<file path="src/sv/mtg_ram.sv">
module mtg_ram #(
  parameter int DEPTH = 64,
  parameter int WIDTH = 32,
  parameter int AW    = (DEPTH > 1) ? $clog2(DEPTH) : 1
) (
  input  logic             clk,
  input  logic             we,
  input  logic [AW-1:0]    waddr,
  input  logic [WIDTH-1:0] wdata,
  input  logic [AW-1:0]    raddr,
  output logic [WIDTH-1:0] rdata
);

  logic [WIDTH-1:0] mem [DEPTH];

  always_ff @(posedge clk) begin
    if (we) begin
      mem[waddr] <= wdata;
    end
    rdata <= mem[raddr];
  end

endmodule

</file>
<file path="config.mk">
export PLATFORM = sky130hd
export DESIGN_NAME = mtg_ram
export DESIGN_NICKNAME = d
export VERILOG_FILES = /design/src/sv/mtg_ram.sv
export SDC_FILE = /design/constraint.sdc
export NUM_CORES = 2
export LEC_CHECK = 0
export BUFFER_PORTS_ARGS = -buffer_cell sky130_fd_sc_hd__buf_2
export CAP_MARGIN = 20
export CORE_MARGIN = 4
export CORE_UTILIZATION = 30
export CTS_BUF_LIST = sky130_fd_sc_hd__clkbuf_16
export DETAILED_ROUTE_END_ITERATION = 10
export PLACE_DENSITY = 0.55
export SYNTH_ARGS = -nofsm -noshare
export SYNTH_HDL_FRONTEND = slang
export SYNTH_SLANG_ARGS = --single-unit
</file>
<file path="constraint.sdc">
create_clock -name clk -period 11.7 [get_ports clk]
set_input_delay 2.34 -clock clk [delete_from_list [all_inputs] [get_ports clk]]
set_output_delay 2.34 -clock clk [all_outputs]
set_load 0.05 [all_outputs]
</file>
==> flow_summary.ini <==
[clocking]
cts_hold_buffers = 0
htree_levels = 4
path_clk_slew_ps = 60
cts_buffers = 206
cts_tree = yes
cts_setup_buffers = 0
cts_resized = 0
root_buffer = clkbuf_16
clk_latency_ps = 840
clock_sinks = 2080
clockBufferDepth = 3

[detailed_routing]
drt_iter0_drc = 4024
finalWirelength_um = 210000
dr.pass1.iters = 5
dr_total_vias = 36600
vias_per_cell = 5.06
wl_per_cell_um = 29.0
final_antenna_net_count = 0
drc = 0

[timing]
worst_slew_pin_slew_ps = 1100
setup_viol = 0
post-route-period-util = 0.487
finClkSkew_ps = 51.4
hold_slack_ps = 788
rsz0062_at_grt = no
period_minus_slack_ps = 5690
final.setup.tns_ps = 0
hold_viol_final = 0
drv_slew = 0
fmax_mhz = 176
relSlewSlack = 0.268

[logic_synthesis]
synth_top_area_share = 0.783
yosysTopAreaCell = edfxtp_1
syn_area_sq_um = 78500
yosys.cell_count.top_type = edfxtp_1
async_flop_share = 0
ys_ff_latch = 2080
yosysUniqueCellTypes = 34
synth_seq_area_share = 0.791
ys_top_cells_by_count = edfxtp_1, mux4_2, nor2_1
synth_area_leaders = edfxtp_1, mux4_2, mux2i_1
synth.avg_cell_area_sq_um = 23.6
synthFlopType = edfxtp_1
syn_inst = 3324
synth_edf_count = 2048
syn_nets = 3370
ys_warn_count = 0

[floorplanning]
core_area_sq_um = 260000
initial_core_util = 0.302
fp.dieH_um = 520
io_pins = 78
die_area_sq_um = 270000
rows = 187
die_w_um = 520

[setup_path]
crit_chain = buf_8, buf_12, buf_4, mux4_2, mux4_2, o22ai_1, nor2_1
critPathMostFrequentCell = mux4_2
slowest_stage = buf_4
reg2reg_slack_ps = 9420
crit_buf_inv = 3
ff2ff_path_depth = 4
cp_top_family = buffers and inverters
endpoint_kind = flip-flop
crit_start = raddr[0]
r2r-start = mem[2][10]
max_stage_delay_ps = 810
critPathArrivalTime_ps = 6370
critPathLaunchType = primary input
cp.required_ps = 12380
r2r_end = rdata[10]
crit_type = in2reg
worstPathMaxFanout = 74

[cells_and_area]
syn_to_final_growth_pct = 15.9
final_core_util = 0.350
seq_area_sq_um = 62100
fillers = 23800
drive_above_1_share = 0.296
multi_input_area_sq_um = 16000
final_nets = 3602

[power_and_ir_drop]
power.internal_mw = 12.2
power.density_nw_per_um2 = 171
p_sw_mw = 3.37
p_clk_frac = 0.418
vdd_drop_max_mv = 0.127
p_comb_frac = 0.051
p_leak_nw = 27.9
switching_share = 0.216
p_seq_frac = 0.531

[placed_design]
numPortBuffers = 77
globalplace.congestion = 0.759
hpwl_um = 111000

[global_route]
grt_first_pass_wirelength_um = 297000
grt_overflow = 0
antenna_found_initial = 34
grt_pass1_vias = 37700
grt_use_total = 0.153
grt_max_degree = 112

[run]
max-cap-violations = 0

[hold_path]
hold_path.class = reg2reg
min_path_cells = 4
worstHoldStart = mem[28][4]
min_to = rdata[4]

[outcome]
status = completed
[power groups by stage]
stage,Clock (mW),Combinational (mW),Sequential [mW]
after floorplan,0,0.401,8.48
after global placement,0,0.786,8.45
after detailed placement,0,0.795,8.45
after CTS,6.64,0.796,8.30
after global routing,6.99,0.848,8.29
final,6.52,0.797,8.29
[routing by layer]
layer	GRT usage	vias to the layer above	part of all wire
met2	0.249	1283	0.49
met5	0	-	0.00010
met4	0.0454	4	0.028
met3	0.0231	318	0.061
li1	-	14800	-
met1	0.215	20300	0.42
[how the worst max path moves through the flow]
| stage | cells after the start | endpoint |
|---|---|---|
| 2_1_floorplan | 4 | mem[48][0] |
| 3_3_place_gp | 7 | rdata[13] |
| 3_5_place_dp | 7 | rdata[13] |
| 4_1_cts | 7 | rdata[13] |
| 5_1_grt | 7 | rdata[13] |
| 6_report | 7 | rdata[13] |
[final cells by class]
cell class / count / area share
well taps: 3496 / 0.0481
flip-flops and latches: 2080 / 0.683
repair buffers: 206 / 0.0194
clock buffers: 208 / 0.0572
clock inverters: 178 / 0.0165
diodes: 12 / 0.000330
multi-input cells: 1062 / 0.176
[state kept, by name (all words and copies together), names as in the netlist]
signal	flops
rdata	32
mem	2048
[cell usage in the layout (no fill, tap or decap), drive strengths merged, types with 5 or more instances in the layout]
master,instances
a21oi,62
a311oi,8
buf,206
inv,54
or3b,5
o221ai,27
nand3,5
nor2,137
nor2b,15
nand3b,5
a22oi,12
clkinv,99
nand2b,8
mux4,544
mux2i,93
nand2,26
edfxtp,2048
bufinv,21
nor3,7
dfxtp,32
o22ai,84
clkbuf,208
diode,12
[kinds of logic (layout without fill, tap and decap cells)]
logic type	count (synthesis)	in the layout	synth area share
other cells	0	12	0
flops	2080	2080	0.791
compound gates	202	202	0.0167
mux	637	637	0.168
buf+inv	182	592	0.0113
simple gates	223	223	0.0127
[through the flow]
stage | total power [mW] | setup slack [ps] | area (sq um) | std cells
after floorplan | 8.88 | 6200 | 78500 | 3324
after global placement | 9.24 | 5020 | 83700 | 6819
after detailed placement | 9.25 | 4990 | 83800 | 6820
after CTS | 15.7 | 5890 | 90500 | 7206
after global routing | 16.1 | 5700 | 91000 | 7238
final | 15.6 | 6010 | 91000 | 7242
[worst register-to-register path, delay by kind of cell, from the launching register on]
kind / cells / cell delay [ps]
AOI/OAI and AO/OA: 1 / 660
DFF: 1 / 370
muxes: 2 / 990
and+or+nand+nor: 1 / 120
(Power assumes the default switching activity.)
