$ cat config.mk
export PLATFORM = sky130hd
export DESIGN_NAME = mtg_seq
export DESIGN_NICKNAME = d
export VERILOG_FILES = /design/src/sv/mtg_pkg.sv /design/src/sv/mtg_seq.sv
export SDC_FILE = /design/constraint.sdc
export NUM_CORES = 2
export LEC_CHECK = 0
export BUFFER_PORTS_ARGS = -buffer_cell sky130_fd_sc_hd__buf_2
export CAP_MARGIN = 25
export CELL_PAD_IN_SITES_DETAIL_PLACEMENT = 0
export CELL_PAD_IN_SITES_GLOBAL_PLACEMENT = 1
export CORE_UTILIZATION = 50
export DETAILED_ROUTE_END_ITERATION = 10
export GPL_ROUTABILITY_DRIVEN = 0
export PLACE_DENSITY = 0.84
export SKIP_LAST_GASP = 1
export SLEW_MARGIN = 20
export SYNTH_ARGS = -nofsm -noshare
export SYNTH_HDL_FRONTEND = slang
export SYNTH_SLANG_ARGS = --single-unit
$ cat constraint.sdc
create_clock -name clk -period 9.15 [get_ports clk]
set_input_delay 2.2875 -clock clk [delete_from_list [all_inputs] [get_ports clk]]
set_output_delay 2.2875 -clock clk [all_outputs]
set_load 0.01 [all_outputs]
$ cat src/sv/mtg_pkg.sv
package mtg_pkg;

  localparam int KEY_WORDS = 64;
  localparam int KEY_AW    = (KEY_WORDS > 1) ? $clog2(KEY_WORDS) : 1;
  localparam int KCW       = $clog2(KEY_WORDS + 1);
  localparam int N_WORDS   = 624;
  localparam int N_AW      = 10;
  localparam int N_SHIFT   = 397;
  localparam int CNT_MAX   = (KEY_WORDS > N_WORDS) ? KEY_WORDS : N_WORDS;
  localparam int CW        = $clog2(CNT_MAX + 1);

  localparam logic [31:0] MATRIX   = 32'h9908b0df;
  localparam logic [31:0] UPPER    = 32'h80000000;
  localparam logic [31:0] LOWER    = 32'h7fffffff;
  localparam logic [31:0] MUL_LIN  = 32'd1812433253;
  localparam logic [31:0] MUL_KEY  = 32'd1664525;
  localparam logic [31:0] MUL_MIX  = 32'd1566083941;
  localparam logic [31:0] SEED_KEY = 32'd19650218;
  localparam logic [31:0] SEED_DEF = 32'd5489;
  localparam logic [31:0] TEMPER_B = 32'h9d2c5680;
  localparam logic [31:0] TEMPER_C = 32'hefc60000;

  localparam logic [N_AW-1:0] IDX_FULL  = N_AW'(N_WORDS);
  localparam logic [N_AW-1:0] IDX_NEVER = N_AW'(N_WORDS + 1);
  localparam logic [N_AW-1:0] IDX_LAST  = N_AW'(N_WORDS - 1);

  localparam logic [1:0] ST_WORD     = 2'd0;
  localparam logic [1:0] ST_SEEDED   = 2'd1;
  localparam logic [1:0] ST_OVERFLOW = 2'd2;

  typedef enum logic [4:0] {
    S_IDLE, S_LIN_START, S_LIN_MUL, S_LIN_WR,
    S_KEY_RD, S_KEY_MUL, S_KEY_WR, S_KEY_WRAP,
    S_MIX_RD, S_MIX_MUL, S_MIX_WR, S_MIX_WRAP, S_KEY_FIN,
    S_REG_RA, S_REG_RB, S_REG_RF, S_REG_WR,
    S_DRAW_RD, S_DRAW_OUT, S_DONE
  } state_t;

  typedef enum logic [1:0] {G_SEEDED, G_KEY, G_DRAW} goal_t;

  typedef struct packed {
    logic        valid;
    logic [31:0] value;
    logic [1:0]  status;
  } result_t;

  function automatic logic [31:0] mul32(input logic [31:0] a, input logic [31:0] b);
    logic [63:0] f;
    f = {32'b0, a} * {32'b0, b};
    return f[31:0];
  endfunction

  function automatic logic [31:0] temper(input logic [31:0] x);
    logic [31:0] y;
    y = x ^ (x >> 11);
    y = y ^ ((y << 7) & TEMPER_B);
    y = y ^ ((y << 15) & TEMPER_C);
    y = y ^ (y >> 18);
    return y;
  endfunction

endpackage

$ cat src/sv/mtg_seq.sv
module mtg_seq import mtg_pkg::*; (
  input  logic              clk,
  input  logic              rst,
  input  logic              in_valid,
  output logic              in_ready,
  input  logic              action,
  input  logic [31:0]       seed_word,
  input  logic              last_word,
  output result_t           res,
  input  logic              res_take,
  output logic              st_we,
  output logic [N_AW-1:0]   st_waddr,
  output logic [31:0]       st_wdata,
  output logic [N_AW-1:0]   st_raddr,
  input  logic [31:0]       st_rdata,
  output logic              key_we,
  output logic [KEY_AW-1:0] key_waddr,
  output logic [31:0]       key_wdata,
  output logic [KEY_AW-1:0] key_raddr,
  input  logic [31:0]       key_rdata
);

  state_t            state, state_next;
  goal_t             goal;
  logic [N_AW-1:0]   idx;
  logic [N_AW-1:0]   ki;
  logic [KEY_AW-1:0] kj;
  logic [CW-1:0]     kcnt;
  logic [KCW-1:0]    kc;
  logic [KCW-1:0]    klen;
  logic              ovf;
  logic [31:0]       p, prod, a, b;
  logic [31:0]       rvalue;
  logic [1:0]        rstatus;

  logic              take;
  logic              room;
  logic              bad;
  logic [31:0]       t_key, t_mix, t_lin, t_reg, y;
  logic [N_AW-1:0]   far;
  logic [KCW:0]      kj_inc;

  assign take   = in_valid && in_ready;
  assign in_ready = (state == S_IDLE);
  assign room   = (kc < KCW'(KEY_WORDS));
  assign bad    = ovf || !room;
  assign t_lin  = prod + {22'b0, ki};
  assign t_key  = (a ^ prod) + b + {{(32-KEY_AW){1'b0}}, kj};
  assign t_mix  = (a ^ prod) - {22'b0, ki};
  assign y      = (a & UPPER) | (b & LOWER);
  assign t_reg  = st_rdata ^ (y >> 1) ^ (y[0] ? MATRIX : 32'b0);
  assign far    = (ki < N_AW'(N_WORDS - N_SHIFT)) ? ki + N_AW'(N_SHIFT)
                                                  : ki - N_AW'(N_WORDS - N_SHIFT);
  assign kj_inc = {{(KCW+1-KEY_AW){1'b0}}, kj} + 1'b1;

  always_comb begin
    state_next = state;
    case (state)
      S_IDLE: begin
        if (take) begin
          if (action) begin
            if (idx == IDX_NEVER)     state_next = S_LIN_START;
            else if (idx == IDX_FULL) state_next = S_REG_RA;
            else                      state_next = S_DRAW_RD;
          end else if (last_word) begin
            state_next = bad ? S_DONE : S_LIN_START;
          end
        end
      end
      S_LIN_START: state_next = S_LIN_MUL;
      S_LIN_MUL:   state_next = S_LIN_WR;
      S_LIN_WR: begin
        if (ki != IDX_LAST) state_next = S_LIN_MUL;
        else begin
          case (goal)
            G_KEY:   state_next = S_KEY_RD;
            G_DRAW:  state_next = S_REG_RA;
            default: state_next = S_DONE;
          endcase
        end
      end
      S_KEY_RD:  state_next = S_KEY_MUL;
      S_KEY_MUL: state_next = S_KEY_WR;
      S_KEY_WR: begin
        if (ki == IDX_LAST)  state_next = S_KEY_WRAP;
        else if (kcnt == 1)  state_next = S_MIX_RD;
        else                 state_next = S_KEY_RD;
      end
      S_KEY_WRAP: state_next = (kcnt == 0) ? S_MIX_RD : S_KEY_RD;
      S_MIX_RD:   state_next = S_MIX_MUL;
      S_MIX_MUL:  state_next = S_MIX_WR;
      S_MIX_WR: begin
        if (ki == IDX_LAST)  state_next = S_MIX_WRAP;
        else if (kcnt == 1)  state_next = S_KEY_FIN;
        else                 state_next = S_MIX_RD;
      end
      S_MIX_WRAP: state_next = (kcnt == 0) ? S_KEY_FIN : S_MIX_RD;
      S_KEY_FIN:  state_next = S_DONE;
      S_REG_RA:   state_next = S_REG_RB;
      S_REG_RB:   state_next = S_REG_RF;
      S_REG_RF:   state_next = S_REG_WR;
      S_REG_WR:   state_next = (ki == IDX_LAST) ? S_DRAW_RD : S_REG_RA;
      S_DRAW_RD:  state_next = S_DRAW_OUT;
      S_DRAW_OUT: state_next = S_DONE;
      S_DONE:     state_next = res_take ? S_IDLE : S_DONE;
      default:    state_next = S_IDLE;
    endcase
  end

  always_comb begin
    st_we     = 1'b0;
    st_waddr  = ki;
    st_wdata  = t_lin;
    st_raddr  = ki;
    key_we    = take && !action && room;
    key_waddr = kc[KEY_AW-1:0];
    key_wdata = seed_word;
    key_raddr = kj;
    res.valid  = (state == S_DONE);
    res.value  = rvalue;
    res.status = rstatus;
    case (state)
      S_LIN_START: begin
        st_we    = 1'b1;
        st_waddr = '0;
        st_wdata = p;
      end
      S_LIN_WR: st_we = 1'b1;
      S_KEY_WR: begin
        st_we    = 1'b1;
        st_wdata = t_key;
      end
      S_MIX_WR: begin
        st_we    = 1'b1;
        st_wdata = t_mix;
      end
      S_KEY_WRAP, S_MIX_WRAP: begin
        st_we    = 1'b1;
        st_waddr = '0;
        st_wdata = p;
      end
      S_KEY_FIN: begin
        st_we    = 1'b1;
        st_waddr = '0;
        st_wdata = UPPER;
      end
      S_REG_RB: st_raddr = (ki == IDX_LAST) ? '0 : ki + 1'b1;
      S_REG_RF: st_raddr = far;
      S_REG_WR: begin
        st_we    = 1'b1;
        st_wdata = t_reg;
      end
      S_DRAW_RD: st_raddr = idx;
      default: ;
    endcase
  end

  always_ff @(posedge clk) begin
    if (rst) begin
      state <= S_IDLE;
      idx   <= IDX_NEVER;
      kc    <= '0;
      ovf   <= 1'b0;
      goal  <= G_SEEDED;
    end else begin
      state <= state_next;
      case (state)
        S_IDLE: begin
          if (take) begin
            if (action) begin
              goal <= G_DRAW;
              p    <= SEED_DEF;
              ki   <= (idx == IDX_NEVER) ? N_AW'(1) : '0;
              rvalue  <= '0;
              rstatus <= ST_WORD;
            end else begin
              if (room) kc <= kc + 1'b1;
              else      ovf <= 1'b1;
              if (last_word) begin
                kc      <= '0;
                ovf     <= 1'b0;
                rvalue  <= '0;
                rstatus <= bad ? ST_OVERFLOW : ST_SEEDED;
                klen    <= kc + 1'b1;
                ki      <= N_AW'(1);
                if (kc == 0) begin
                  goal <= G_SEEDED;
                  p    <= seed_word;
                end else begin
                  goal <= G_KEY;
                  p    <= SEED_KEY;
                end
              end
            end
          end
        end
        S_LIN_MUL: prod <= mul32(p ^ (p >> 30), MUL_LIN);
        S_LIN_WR: begin
          p <= t_lin;
          if (ki != IDX_LAST) ki <= ki + 1'b1;
          else begin
            idx <= IDX_FULL;
            case (goal)
              G_KEY: begin
                p    <= SEED_KEY;
                ki   <= N_AW'(1);
                kj   <= '0;
                kcnt <= (CW'(klen) > CW'(N_WORDS)) ? CW'(klen) : CW'(N_WORDS);
              end
              G_DRAW:  ki <= '0;
              default: ;
            endcase
          end
        end
        S_KEY_MUL, S_MIX_MUL: begin
          a    <= st_rdata;
          b    <= key_rdata;
          prod <= mul32(p ^ (p >> 30), (state == S_KEY_MUL) ? MUL_KEY : MUL_MIX);
        end
        S_KEY_WR, S_MIX_WR: begin
          p    <= (state == S_KEY_WR) ? t_key : t_mix;
          kcnt <= kcnt - 1'b1;
          if (state == S_KEY_WR) begin
            kj <= (kj_inc >= {1'b0, klen}) ? '0 : kj_inc[KEY_AW-1:0];
          end
          if (ki == IDX_LAST) ki <= N_AW'(1);
          else                ki <= ki + 1'b1;
          if (state == S_KEY_WR && kcnt == 1 && ki != IDX_LAST) kcnt <= CW'(N_WORDS - 1);
        end
        S_KEY_WRAP: if (kcnt == 0) kcnt <= CW'(N_WORDS - 1);
        S_KEY_FIN: idx <= IDX_FULL;
        S_REG_RB: a <= st_rdata;
        S_REG_RF: b <= st_rdata;
        S_REG_WR: begin
          if (ki == IDX_LAST) idx <= '0;
          else                ki  <= ki + 1'b1;
        end
        S_DRAW_RD: idx <= idx + 1'b1;
        S_DRAW_OUT: begin
          rvalue  <= temper(st_rdata);
          rstatus <= ST_WORD;
        end
        default: ;
      endcase
    end
  end

  a_draw_idx: assert property (@(posedge clk) disable iff (rst)
    state == S_DRAW_RD |-> idx < IDX_FULL) else $error("draw index out of range");
  a_waddr: assert property (@(posedge clk) disable iff (rst)
    st_we |-> st_waddr < IDX_FULL) else $error("state write out of range");
  a_kc: assert property (@(posedge clk) disable iff (rst)
    kc <= KCW'(KEY_WORDS)) else $error("key count out of range");
  a_ready: assert property (@(posedge clk) disable iff (rst)
    res.valid |-> !in_ready) else $error("input taken while result pending");

endmodule

==> flow_summary.json <==
{
  "initial_core_util_pct": 50.9,
  "synth-edff-count": 195,
  "synth_sequential_area_ratio_pct": 18.5,
  "cts_post_setup_buffers_inserted": 0,
  "global_route.usage.total_pct": 30.6,
  "antenna_left": 0,
  "post_detailed_route_wirelength_per_cell_um": 22.5,
  "regToRegStartpoint": "state[2]",
  "tcrit_tclk_final_pct": 89.6,
  "ys_async_sr_fraction_pct": 0,
  "synth.ff_latch_count": 220,
  "syn_area_um2": 34400,
  "rr_worst_depth": 24,
  "timing_worst_slew_pin_value_ns": 1.04,
  "drt_first_pass_iters": 5,
  "worst-path-max-fanout": 36,
  "setup-tns-final_ns": 0,
  "synth_cell_type_count": 76,
  "cts_hold_buf": 0,
  "globalRouteOverflowTotal": 0,
  "tritoncts_clock_tree": "built",
  "cts_max_path_buffers": 3,
  "cts_max_level": 1,
  "post_synth_inst_count": 3608,
  "die_h_um": 264,
  "clock_sinks": 220,
  "timing.critical_path.arrival_ns": 8.48,
  "finalSetupViolations": 0,
  "crit_required_ns": 9.44,
  "core_area_um2": 67600,
  "timing.reg2reg.setup_slack_ns": 0.95,
  "outcome": "finished clean",
  "drc_errors": 0,
  "unrepaired_setup_endpoints_after_global_routing": "false",
  "final_net_count": 4769,
  "layout.cells.most_common_list": "sky130_fd_sc_hd__inv_1, sky130_fd_sc_hd__ha_1, sky130_fd_sc_hd__fa_1",
  "timing_worst_setup_path_type": "register to register",
  "first_pass_grt_wire_length_um": 163000,
  "final_layout_size_suffix_gt1_share_pct": 10.7,
  "crit-reg2reg-capture": "prod[30]",
  "dp_hpwl_um": 86700,
  "die_w_um": 264,
  "vias_per_cell": 5.76,
  "postCtsResizedCells": 0,
  "total_of_buffers_placed_on_input_and_output_ports": 235,
  "wirelength_um": 105000,
  "setup.worst_path.start": "state[2]",
  "full_die_area_um2": 69900,
  "clock_tree.root_cell": "sky130_fd_sc_hd__clkbuf_16",
  "syn-mean-instance-area_um2": 9.54,
  "critical_path.startpoint_type": "register",
  "yosysWarnings": 0,
  "clock_input_transition_at_the_sequential_cells_of_the_worst_setup_and_hold_paths_ns": 0.06,
  "timing.final.crit_period_ns": 8.20,
  "rows": 95,
  "num-fill-cells": 6089,
  "grt_start_max_net_pins": 48,
  "critPathCaptureType": "register",
  "clock_latency_ns": 0.57,
  "most_instantiated_flip_flop_cell_in_the_synthesis_netlist": "sky130_fd_sc_hd__edfxtp_1",
  "max_cap_violations": 0,
  "worst_hold_path_type": "register to register",
  "number_of_global_route_vias_before_repair": 27500,
  "multi_input_area_um2": 25200,
  "layout_commonest_cell": "sky130_fd_sc_hd__inv_1",
  "drt-initial-drc-count": 2073,
  "boundaryPins": 236,
  "antenna_found_initial": 4,
  "achievable-frequency_mhz": 122,
  "finalHoldViolations": 0,
  "timing.critical_path.to": "prod[30]",
  "vias": 26900,
  "slew_headroom_pct": 30.4,
  "finalClockSkew_ns": 0.0178,
  "syn2layout_area_growth_pct": 8.71,
  "sequential_cell_area_um2": 6360,
  "slew_viol_final": 0,
  "number_of_buffers_added_by_the_clock_tree_synthesis_step": 25
}
-- final cells by class --
cell class	instances	area share (%)
timing repair buffer	296	4.54
multi-input combinational	2656	67.4
inverter	583	5.85
clock inverter	16	0.491
sequential	220	17.0
antenna	1	0.00669
clock buffer	29	1.77
tap	873	2.92
-- cell usage after synthesis (12+ instances only) --
library cell,n,area [um^2]
sky130_fd_sc_hd__and3_1,29,181
sky130_fd_sc_hd__nand2_1,168,631
sky130_fd_sc_hd__a21o_1,41,308
sky130_fd_sc_hd__clkbuf_1,113,424
sky130_fd_sc_hd__xnor2_1,247,2160
sky130_fd_sc_hd__nor2_1,276,1040
sky130_fd_sc_hd__buf_4,38,285
sky130_fd_sc_hd__a221oi_1,19,166
sky130_fd_sc_hd__xor2_1,140,1230
sky130_fd_sc_hd__nand2b_1,22,138
sky130_fd_sc_hd__o211ai_1,22,165
sky130_fd_sc_hd__ha_1,488,6110
sky130_fd_sc_hd__fa_1,397,7950
sky130_fd_sc_hd__a31oi_1,24,150
sky130_fd_sc_hd__nand4_1,12,75.1
sky130_fd_sc_hd__or3_1,14,87.6
sky130_fd_sc_hd__edfxtp_1,195,5860
sky130_fd_sc_hd__nor4_1,12,75.1
sky130_fd_sc_hd__a21oi_1,160,801
sky130_fd_sc_hd__and2_1,32,200
sky130_fd_sc_hd__or2_2,13,81.3
sky130_fd_sc_hd__nand3_1,61,305
sky130_fd_sc_hd__a22oi_1,49,368
sky130_fd_sc_hd__inv_1,580,2180
sky130_fd_sc_hd__o21ai_0,132,661
sky130_fd_sc_hd__mux2_2,32,360
sky130_fd_sc_hd__a211oi_1,26,195
sky130_fd_sc_hd__o21a_1,18,135
sky130_fd_sc_hd__o21bai_1,15,113
sky130_fd_sc_hd__dfxtp_1,25,500
sky130_fd_sc_hd__nor2b_1,25,156
sky130_fd_sc_hd__nor3_1,58,290
-- how the worst min path moves through the flow --
stage | start | cells past startpoint | slack [ns] | to
2_1_floorplan | goal[1] | 2 | 0.48 | goal[1]
3_3_place_gp | ovf | 2 | 0.52 | ovf
3_5_place_dp | ovf | 2 | 0.53 | ovf
4_1_cts | ovf | 2 | 0.54 | ovf
5_1_grt | ovf | 2 | 0.58 | ovf
6_report | ovf | 2 | 0.54 | ovf
-- state kept, by name, indices dropped and copies added (netlist names) --
register   cells
a             32
b             32
goal           2
idx           10
kc             7
kcnt          10
key_raddr      6
ki            10
klen           7
ovf            1
p             32
prod          32
rstatus        2
rvalue        32
state          5
-- critical path: stages (launching register included) --
cell and delay (ns):
sky130_fd_sc_hd__dfxtp_1 0.68, sky130_fd_sc_hd__nand2b_1 0.24, sky130_fd_sc_hd__or3_1 0.58, sky130_fd_sc_hd__buf_12 0.25, sky130_fd_sc_hd__nor2_1 0.45, sky130_fd_sc_hd__nor2_1 0.14, sky130_fd_sc_hd__fa_1 0.52, sky130_fd_sc_hd__inv_1 0.06
sky130_fd_sc_hd__fa_1 0.50, sky130_fd_sc_hd__inv_1 0.05, sky130_fd_sc_hd__fa_1 0.44, sky130_fd_sc_hd__ha_1 0.29, sky130_fd_sc_hd__ha_1 0.28, sky130_fd_sc_hd__fa_1 0.52, sky130_fd_sc_hd__fa_1 0.43, sky130_fd_sc_hd__ha_1 0.25
sky130_fd_sc_hd__a2111oi_0 0.52, sky130_fd_sc_hd__nand2b_1 0.10, sky130_fd_sc_hd__o211a_1 0.30, sky130_fd_sc_hd__a32oi_1 0.34, sky130_fd_sc_hd__and4b_1 0.30, sky130_fd_sc_hd__nor2_1 0.09, sky130_fd_sc_hd__a211oi_1 0.29, sky130_fd_sc_hd__xor2_1 0.20
sky130_fd_sc_hd__a21oi_1 0.08
-- routing by layer --
layer | wire length (um) | up-vias | track usage (%)
met1 | 43900 | 13200 | 41.9
met2 | 47800 | 1209 | 49.1
li1 | - | 12300 | -
met5 | 48 | - | 0
met4 | 4470 | 8 | 11.5
met3 | 9160 | 209 | 4.75
-- per-stage QoR --
step	hold WS [ns]	util, %	setup WS [ns]	instances	instance area (um^2)
after global placement	0.519	53.9	1.16	4622	36500
after floorplan	0.480	-	1.75	3624	34500
after CTS	0.542	55.3	0.992	4670	37400
after global routing	0.581	55.3	0.473	4673	37400
final	0.543	55.3	0.954	4674	37400
after detailed placement	0.534	54.0	1.05	4625	36500
-- cells by family after synthesis --
group           after synthesis  share of synthesized area, %
fa+ha+maj                   887                          40.9
buf+inv                     748                          8.61
simple gates                744                          10.1
compound gates              581                          10.8
xor+xnor                    388                          9.93
flops                       220                          18.5
mux                          38                          1.22
other cells                   2                        0.0218
Power is not shown: default switching activity piles up to over one toggle a cycle in this logic, so the estimate is an artifact.
